`src/design/pft_pkg.sv`:
```
// ----------------------------------------------------------------------------
// pft_pkg
// types and constants shared by the property file tokenizer modules
// ----------------------------------------------------------------------------
package pft_pkg;

    // token kinds as seen on the result channel
    localparam logic [3:0] K_ID_CHAR   = 4'd0;
    localparam logic [3:0] K_ID_END    = 4'd1;
    localparam logic [3:0] K_STR_BEGIN = 4'd2;
    localparam logic [3:0] K_STR_CHAR  = 4'd3;
    localparam logic [3:0] K_STR_END   = 4'd4;
    localparam logic [3:0] K_EQUALS    = 4'd5;
    localparam logic [3:0] K_COLON     = 4'd6;
    localparam logic [3:0] K_DCOLON    = 4'd7;
    localparam logic [3:0] K_LBRACE    = 4'd8;
    localparam logic [3:0] K_RBRACE    = 4'd9;
    localparam logic [3:0] K_SEMI      = 4'd10;
    localparam logic [3:0] K_ERROR     = 4'd11;
    localparam logic [3:0] K_END       = 4'd12;

    // characters the lexer looks for
    localparam logic [7:0] CH_SLASH  = 8'h2F;
    localparam logic [7:0] CH_STAR   = 8'h2A;
    localparam logic [7:0] CH_COLON  = 8'h3A;
    localparam logic [7:0] CH_BSLASH = 8'h5C;
    localparam logic [7:0] CH_QUOTE  = 8'h22;
    localparam logic [7:0] CH_UNDER  = 8'h5F;
    localparam logic [7:0] CH_CR     = 8'h0D;
    localparam logic [7:0] CH_LF     = 8'h0A;
    localparam logic [7:0] CH_SEMI   = 8'h3B;
    localparam logic [7:0] CH_LBRACE = 8'h7B;
    localparam logic [7:0] CH_RBRACE = 8'h7D;
    localparam logic [7:0] CH_EQUALS = 8'h3D;
    localparam logic [7:0] CH_LOW_N  = 8'h6E;

    typedef enum logic [3:0] {
        MODE_IDLE       = 4'd0,
        MODE_IDENT      = 4'd1,
        MODE_COLON      = 4'd2,
        MODE_SLASH      = 4'd3,
        MODE_BLOCK      = 4'd4,
        MODE_BLOCK_STAR = 4'd5,
        MODE_LINE       = 4'd6,
        MODE_STRING     = 4'd7,
        MODE_ESCAPE     = 4'd8
    } mode_t;

    typedef struct packed {
        logic [3:0] kind;
        logic [7:0] ch;
        logic       last;
    } event_t;

    // events produced by one request: up to two
    typedef struct packed {
        logic [1:0] num;
        event_t     ev0;
        event_t     ev1;
    } lex_out_t;

endpackage

```
`src/design/pft_lexer.sv`:
```
// ----------------------------------------------------------------------------
// pft_lexer
// lexer mode register and per-byte token decision
// ----------------------------------------------------------------------------
module pft_lexer (
    input  logic              aclk,
    input  logic              aresetn,
    input  logic              accept,
    input  logic [7:0]        byte_value,
    input  logic              end_of_input,
    output pft_pkg::lex_out_t lex_out
);

    pft_pkg::mode_t mode_reg;
    pft_pkg::mode_t mode_next;

    logic           is_start;
    logic           is_cont;
    logic           idle_hit;
    logic [3:0]     idle_kind;
    logic [7:0]     idle_ch;
    pft_pkg::mode_t idle_mode;
    logic           flush_hit;
    logic [3:0]     flush_kind;
    logic [1:0]     num;
    logic [3:0]     k0;
    logic [3:0]     k1;
    logic [7:0]     c0;
    logic [7:0]     c1;

    assign is_start = (byte_value >= 8'h61 && byte_value <= 8'h7A)
                   || (byte_value >= 8'h41 && byte_value <= 8'h5A)
                   || (byte_value == pft_pkg::CH_UNDER);
    assign is_cont  = is_start || (byte_value >= 8'h30 && byte_value <= 8'h39);

    // handling of a byte that arrives between tokens
    always_comb begin
        idle_hit  = 1'b0;
        idle_kind = pft_pkg::K_SEMI;
        idle_ch   = 8'h00;
        idle_mode = pft_pkg::MODE_IDLE;
        unique case (byte_value)
            pft_pkg::CH_SLASH:  idle_mode = pft_pkg::MODE_SLASH;
            pft_pkg::CH_SEMI: begin
                idle_hit  = 1'b1;
                idle_kind = pft_pkg::K_SEMI;
            end
            pft_pkg::CH_LBRACE: begin
                idle_hit  = 1'b1;
                idle_kind = pft_pkg::K_LBRACE;
            end
            pft_pkg::CH_RBRACE: begin
                idle_hit  = 1'b1;
                idle_kind = pft_pkg::K_RBRACE;
            end
            pft_pkg::CH_EQUALS: begin
                idle_hit  = 1'b1;
                idle_kind = pft_pkg::K_EQUALS;
            end
            pft_pkg::CH_COLON:  idle_mode = pft_pkg::MODE_COLON;
            pft_pkg::CH_QUOTE: begin
                idle_hit  = 1'b1;
                idle_kind = pft_pkg::K_STR_BEGIN;
                idle_mode = pft_pkg::MODE_STRING;
            end
            default: begin
                if (is_start) begin
                    idle_hit  = 1'b1;
                    idle_kind = pft_pkg::K_ID_CHAR;
                    idle_ch   = byte_value;
                    idle_mode = pft_pkg::MODE_IDENT;
                end
            end
        endcase
    end

    // pending token flushed by end of input
    always_comb begin
        flush_hit  = 1'b0;
        flush_kind = pft_pkg::K_ERROR;
        unique case (mode_reg)
            pft_pkg::MODE_IDENT: begin
                flush_hit  = 1'b1;
                flush_kind = pft_pkg::K_ID_END;
            end
            pft_pkg::MODE_COLON: begin
                flush_hit  = 1'b1;
                flush_kind = pft_pkg::K_COLON;
            end
            pft_pkg::MODE_STRING, pft_pkg::MODE_ESCAPE: begin
                flush_hit  = 1'b1;
                flush_kind = pft_pkg::K_ERROR;
            end
            default: flush_hit = 1'b0;
        endcase
    end

    // next mode and events
    always_comb begin
        num       = 2'd0;
        k0        = pft_pkg::K_END;
        c0        = 8'h00;
        k1        = pft_pkg::K_END;
        c1        = 8'h00;
        mode_next = mode_reg;
        if (end_of_input) begin
            mode_next = pft_pkg::MODE_IDLE;
            if (flush_hit) begin
                k0  = flush_kind;
                num = 2'd2;
            end else begin
                num = 2'd1;
            end
        end else begin
            unique case (mode_reg)
                pft_pkg::MODE_IDENT: begin
                    if (is_cont) begin
                        k0  = pft_pkg::K_ID_CHAR;
                        c0  = byte_value;
                        num = 2'd1;
                    end else begin
                        k0        = pft_pkg::K_ID_END;
                        k1        = idle_kind;
                        c1        = idle_ch;
                        num       = idle_hit ? 2'd2 : 2'd1;
                        mode_next = idle_mode;
                    end
                end
                pft_pkg::MODE_COLON: begin
                    if (byte_value == pft_pkg::CH_COLON) begin
                        k0        = pft_pkg::K_DCOLON;
                        num       = 2'd1;
                        mode_next = pft_pkg::MODE_IDLE;
                    end else begin
                        k0        = pft_pkg::K_COLON;
                        k1        = idle_kind;
                        c1        = idle_ch;
                        num       = idle_hit ? 2'd2 : 2'd1;
                        mode_next = idle_mode;
                    end
                end
                pft_pkg::MODE_SLASH: begin
                    if (byte_value == pft_pkg::CH_STAR) begin
                        mode_next = pft_pkg::MODE_BLOCK;
                    end else if (byte_value == pft_pkg::CH_SLASH) begin
                        mode_next = pft_pkg::MODE_LINE;
                    end else begin
                        mode_next = pft_pkg::MODE_IDLE;
                    end
                end
                pft_pkg::MODE_BLOCK: begin
                    if (byte_value == pft_pkg::CH_STAR) begin
                        mode_next = pft_pkg::MODE_BLOCK_STAR;
                    end
                end
                pft_pkg::MODE_BLOCK_STAR: begin
                    if (byte_value == pft_pkg::CH_SLASH) begin
                        mode_next = pft_pkg::MODE_IDLE;
                    end else if (byte_value != pft_pkg::CH_STAR) begin
                        mode_next = pft_pkg::MODE_BLOCK;
                    end
                end
                pft_pkg::MODE_LINE: begin
                    if (byte_value == pft_pkg::CH_LF || byte_value == pft_pkg::CH_CR) begin
                        mode_next = pft_pkg::MODE_IDLE;
                    end
                end
                pft_pkg::MODE_STRING: begin
                    if (byte_value == pft_pkg::CH_BSLASH) begin
                        mode_next = pft_pkg::MODE_ESCAPE;
                    end else if (byte_value == pft_pkg::CH_QUOTE) begin
                        k0        = pft_pkg::K_STR_END;
                        num       = 2'd1;
                        mode_next = pft_pkg::MODE_IDLE;
                    end else begin
                        k0  = pft_pkg::K_STR_CHAR;
                        c0  = byte_value;
                        num = 2'd1;
                    end
                end
                pft_pkg::MODE_ESCAPE: begin
                    mode_next = pft_pkg::MODE_STRING;
                    if (byte_value == pft_pkg::CH_LOW_N) begin
                        k0  = pft_pkg::K_STR_CHAR;
                        c0  = pft_pkg::CH_LF;
                        num = 2'd1;
                    end else if (byte_value != pft_pkg::CH_LF) begin
                        k0  = pft_pkg::K_STR_CHAR;
                        c0  = byte_value;
                        num = 2'd1;
                    end
                end
                default: begin
                    k0        = idle_kind;
                    c0        = idle_ch;
                    num       = idle_hit ? 2'd1 : 2'd0;
                    mode_next = idle_mode;
                end
            endcase
        end
    end

    always_ff @(posedge aclk) begin
        if (!aresetn) begin
            mode_reg <= pft_pkg::MODE_IDLE;
        end else if (accept) begin
            mode_reg <= mode_next;
        end
    end

    assign lex_out.num       = num;
    assign lex_out.ev0.kind  = k0;
    assign lex_out.ev0.ch    = c0;
    assign lex_out.ev0.last  = (num == 2'd1);
    assign lex_out.ev1.kind  = k1;
    assign lex_out.ev1.ch    = c1;
    assign lex_out.ev1.last  = (num == 2'd2);

endmodule

```
`src/design/pft_evq.sv`:
```
// ----------------------------------------------------------------------------
// pft_evq
// four-entry token event queue, up to two writes and one read per cycle
// ----------------------------------------------------------------------------
module pft_evq (
    input  logic              aclk,
    input  logic              aresetn,
    input  logic              push,
    input  pft_pkg::lex_out_t lex_out,
    output logic              has_room,
    output logic              out_valid,
    input  logic              out_ready,
    output pft_pkg::event_t   out_event
);

    pft_pkg::event_t entry_reg [4];
    logic [1:0]      wr_ptr_reg;
    logic [1:0]      rd_ptr_reg;
    logic [2:0]      count_reg;
    logic [2:0]      count_next;
    logic [1:0]      n_push;
    logic            pop;

    assign pop       = out_valid && out_ready;
    assign n_push    = push ? lex_out.num : 2'd0;
    assign out_valid = (count_reg != 3'd0);
    assign has_room  = (count_reg <= 3'd2);
    assign out_event = entry_reg[rd_ptr_reg];
    assign count_next = count_reg + {1'b0, n_push} - {2'b00, pop};

    always_ff @(posedge aclk) begin
        if (n_push != 2'd0) begin
            entry_reg[wr_ptr_reg] <= lex_out.ev0;
        end
        if (n_push == 2'd2) begin
            entry_reg[wr_ptr_reg + 2'd1] <= lex_out.ev1;
        end
    end

    always_ff @(posedge aclk) begin
        if (!aresetn) begin
            wr_ptr_reg <= 2'd0;
            rd_ptr_reg <= 2'd0;
            count_reg  <= 3'd0;
        end else begin
            wr_ptr_reg <= wr_ptr_reg + n_push;
            rd_ptr_reg <= rd_ptr_reg + {1'b0, pop};
            count_reg  <= count_next;
        end
    end

endmodule

```
`src/design/property_file_tokenizer.sv`:
```
// ----------------------------------------------------------------------------
// property_file_tokenizer
// byte-at-a-time tokenizer for a brace-structured property text format
// ----------------------------------------------------------------------------
// The tokenizer takes one byte (or an end-of-input marker) per request and
// answers with zero, one or two token events on the m_ channel. Identifier
// characters stream out one by one and close with an id-end event; strings
// come as begin, character and end events with backslash escapes resolved;
// the punctuation tokens = : :: { } ; each give one event. Comments and
// stray bytes give nothing. End of input flushes any pending token and then
// gives an end event (an error event first if a string is still open).
// m_last_of_run marks the last event caused by a request. Rate: a request is
// taken every cycle while the four-entry event queue holds at most two
// events; the lexer decision is combinational logic on the mode register.
// Sustained throughput is one event per cycle on the output side while m_ready
// is high, so bytes that give two events take longer than bytes that give none.
// ----------------------------------------------------------------------------
module property_file_tokenizer (
    input  logic       aclk,
    input  logic       aresetn,
    // input requests
    input  logic       s_valid,
    output logic       s_ready,
    input  logic [7:0] s_byte_value,
    input  logic       s_end_of_input,
    // token events
    output logic       m_valid,
    input  logic       m_ready,
    output logic [3:0] m_token_kind,
    output logic [7:0] m_char_value,
    output logic       m_last_of_run
);

    pft_pkg::lex_out_t lex_out;
    pft_pkg::event_t   out_event;
    logic              accept;
    logic              has_room;

    // room for a full pair of events decides ready, never the lexer mode
    assign s_ready = has_room;
    assign accept  = s_valid && s_ready;

    // mode register plus the per-byte token decision
    pft_lexer u_lexer (
        .aclk         (aclk),
        .aresetn      (aresetn),
        .accept       (accept),
        .byte_value   (s_byte_value),
        .end_of_input (s_end_of_input),
        .lex_out      (lex_out)
    );

    // events wait here so the output side can stall without losing a byte
    pft_evq u_evq (
        .aclk      (aclk),
        .aresetn   (aresetn),
        .push      (accept),
        .lex_out   (lex_out),
        .has_room  (has_room),
        .out_valid (m_valid),
        .out_ready (m_ready),
        .out_event (out_event)
    );

    assign m_token_kind  = out_event.kind;
    assign m_char_value  = out_event.ch;
    assign m_last_of_run = out_event.last;

endmodule

```
`config.mk`:
```
export PLATFORM = sky130hd
export DESIGN_NAME = property_file_tokenizer
export DESIGN_NICKNAME = d
export VERILOG_FILES = /design/src/design/pft_pkg.sv /design/src/design/pft_lexer.sv /design/src/design/pft_evq.sv /design/src/design/property_file_tokenizer.sv
export SDC_FILE = /design/constraint.sdc
export NUM_CORES = 1
export LEC_CHECK = 0
export BUFFER_PORTS_ARGS = -buffer_cell sky130_fd_sc_hd__buf_2
export CORE_UTILIZATION = 50
export DETAILED_ROUTE_END_ITERATION = 8
export PLACE_DENSITY = 0.78
export SYNTH_ARGS = -nofsm -noshare
export SYNTH_HDL_FRONTEND = slang
export SYNTH_SLANG_ARGS = --single-unit
```
`constraint.sdc`:
```
create_clock -name aclk -period 2.8 [get_ports aclk]
set_input_delay 0 -clock aclk [delete_from_list [all_inputs] [get_ports aclk]]
set_output_delay 0 -clock aclk [all_outputs]
set_load 0.01 [all_outputs]
```
==> metrics.txt <==
core area 0.00781 sq mm; Clock Latency Late Sink around 0.34 ns; PortBufs 27; post-synthesis mux area share 11.6%; Most used DFF post-synth edfxtp_1; Post-Synth XOR/XNOR Area ~2.2%; Synth top area share between 30% and 40%; WS Path Type flip-flop to flip-flop; via count around 3300; Simple-Gate Fraction of Synth Area 19.7%; largest net degree at the start of global routing 21; initial core utilization 52.0%; Final ANT Viol Nets 0; H-tree Lvls 3; top-count cell post-synth edfxtp_1; routed wire length 9.90 mm; HPWL Detailed approximately 7.1 mm; arrival time worst endpoint between 2 and 3 ns; nets 450; largest cells by area after synthesis edfxtp_1 (38%), mux4_2 (7.2%), dfxtp_1 (5.4%), mux2i_1 (3.2%), o21ai_0 (3.1%); total grt overflow 0; GP Congestion about 0.95; worst min path class input port to flip-flop; Layout area overhead 20.0%; ys async rst share 0%; fin cells 540; total CTS buffers 9; Max Fclk between 300 and 400 MHz; final worst setup slack 0.0458 ns; Register-to-Register Path Depth 6; cell depth of the worst hold path 2; Die Span Y 92.1 microns; cell taking the most area after synthesis edfxtp_1; Final Cycle Share between 90% and 100%; highest routed layer met4; post-route minimum period 2.75 ns; post-synth cell types 72; synth cell count leaders edfxtp_1 (52), nand2_1 (30), o21ai_0 (25), nor2_1 (20), clkbuf_1 (19); initial antenna violation count 0; total placed instance area approximately 0.0046 sq mm; vias per cell 6.18; number of flops mapped to enable cells by yosys 52; Die Wd approximately 92 microns; placed instance count 520; outcome finished, final reports clean; skew final about 0.0080 ns; Crit. End Element flip-flop; Leak 0.00178 uW; Setup Viol. Count Final 0; Max-Cap Viols 0; Worst-path clk slew about 0.070 ns; pre-CTS setup slack -0.00358 ns; worst vdd ir 0.260 mV; CP required 2.76 ns; Root Buffer clkbuf_8; Cell Area, Synth 0.00406 sq mm; Cell Pwr Density between 600 and 700 mW/mm^2; Bufs on Longest Clock Path 2; Met2 Wirelength 4.98 mm; fillcell total 623; reg2reg end u_evq.entry_reg[1][5]; Synth Area per Inst 10.9 sq um; Syn. warnings 0; final hold vios 0; CP endpoint u_evq.entry_reg[1][5]; Synth Area in Compound Gates 17.7%; clk sinks 63; Worst Max-Slew Pin Slew approximately 0.75 ns; first-pass GRT wire length 15.9 mm; Synth Instances 373; Worst setup SP type flip-flop; crit path from u_lexer.mode_reg[1]; RSZ-0062 raised after global routing true; Post-Syn Nets 390; Slew headroom 49.7%; Largest register FFs 52; Met3 Wirelength between 400 and 500 microns; Synth Area in Adders 1.42%; layout cells sized above 1 31.3%; maximum fanout along the worst path 13; reg2reg start u_lexer.mode_reg[1]; Worst R2R Setup Slack 0.05 ns; largest family of logic cells by synthesized area simple AND/OR/NAND/NOR gates; Yosys reg bits 63; sequential share of the synthesized area 43.9%; drt pass-1 iters 5; overall die area about 0.0085 sq mm; 1st-iter DRT viols 216; GRT Util Overall 24.5%; Post-route DRC 0; standard-cell row count 32; Final Cell Area between 0.004 and 0.005 sq mm; top-level I/O count 28; CTS tree done; wire per inst approximately 18 microns; fin util about 62%; number of global-route vias before repair roughly 3300; M1 wire length 4.20 mm; fin. max-slew vios 0; number of antenna diodes 0
worst max-delay path: stages (launching register included):
cell,delay [ns]
dfxtp_2,0.37
or4b_2,0.73
nand2_2,0.12
a311oi_2,0.12
a211oi_2,0.24
a22oi_1,0.17
nor2_2,0.63
per-layer routing:
metal | vias to the layer above | track usage [%]
met2 | 140 | 41.2
li1 | 1568 | -
met5 | - | 0
met3 | 28 | 3.40
met4 | 0 | 12.6
met1 | 1603 | 30.7
stage by stage:
step           power [uW]  setup TNS [ns]  hold slack [ns]
4_1_cts              2950               0          0.00968
3_5_place_dp         2040        -0.00358            0.270
3_3_place_gp         2020               0            0.268
5_1_grt              3080           -2.07           0.0261
6_report             2950               0          0.00712
2_1_floorplan        1770               0            0.122
cell families after synthesis:
| kind of cell | Yosys count |
|---|---|
| xor gates and xnor gates | 10 |
| DFF | 63 |
| adders and majority gates | 4 |
| AOI/OAI and AO/OA | 104 |
| buffers and inverters | 33 |
| muxes | 30 |
| and+or+nand+nor | 129 |
what timing repair did:
| item | CTS | global route |
|---|---|---|
| pin swaps | 0 | 6 |
| resized for setup | 1 | 13 |
| hold buffers | 1 | 0 |
| buffers inserted | 0 | 3 |
| setup endpoints to repair | 1 | 27 |
| endpoints found under the hold margin | 3 | 0 |
where the power goes:
group | switching [uW] | leakage, uW | total [uW] | internal (uW)
logic | 435 | 0.00109 | 862 | 427
registers | 63.1 | 0.000573 | 1180 | 1110
clock network | 365 | 0.000112 | 913 | 548
total | 863 | 0.00178 | 2950 | 2090
how the worst min path moves through the flow:
stage | from | endpoint | slack, ns
6_report | s_byte_value[7] | u_evq.entry_reg[1][8] | 0.007
4_1_cts | s_byte_value[7] | u_evq.entry_reg[1][8] | 0.01
3_5_place_dp | aresetn | u_evq.rd_ptr_reg[0] | 0.27
2_1_floorplan | aresetn | u_evq.rd_ptr_reg[0] | 0.12
3_3_place_gp | aresetn | u_evq.rd_ptr_reg[0] | 0.27
5_1_grt | s_byte_value[7] | u_evq.entry_reg[2][8] | 0.03
placed cells by master, fill, tap and decap left out, types with 4 or more instances in the layout:
master and n:
nand3b_1 5, and2_1 12, mux2i_1 13, clkbuf_8 11, nand2_1 28, o21bai_1 13, nor2b_1 4, buf_4 48
nand3_1 8, and4b_1 5, nor3_1 5, nand4b_1 4, nand2b_1 5, o21ai_1 5, buf_2 27, a21oi_1 17
inv_1 6, o211ai_1 8, xnor2_1 8, mux4_2 13, nor2_1 17, dfxtp_1 7, edfxtp_1 52, o21ai_0 24
area by class of cell:
cell class	instances	area (sq um)	share of cell area (%)
inverter	6	22.5	0.462
sequential	63	1790	36.7
tap	102	128	2.62
timing repair buffer	76	505	10.4
clock inverter	5	80.1	1.64
multi-input combinational	277	2190	45.1
clock buffer	11	151	3.11
Note: power is estimated with default switching activity, not from simulation.
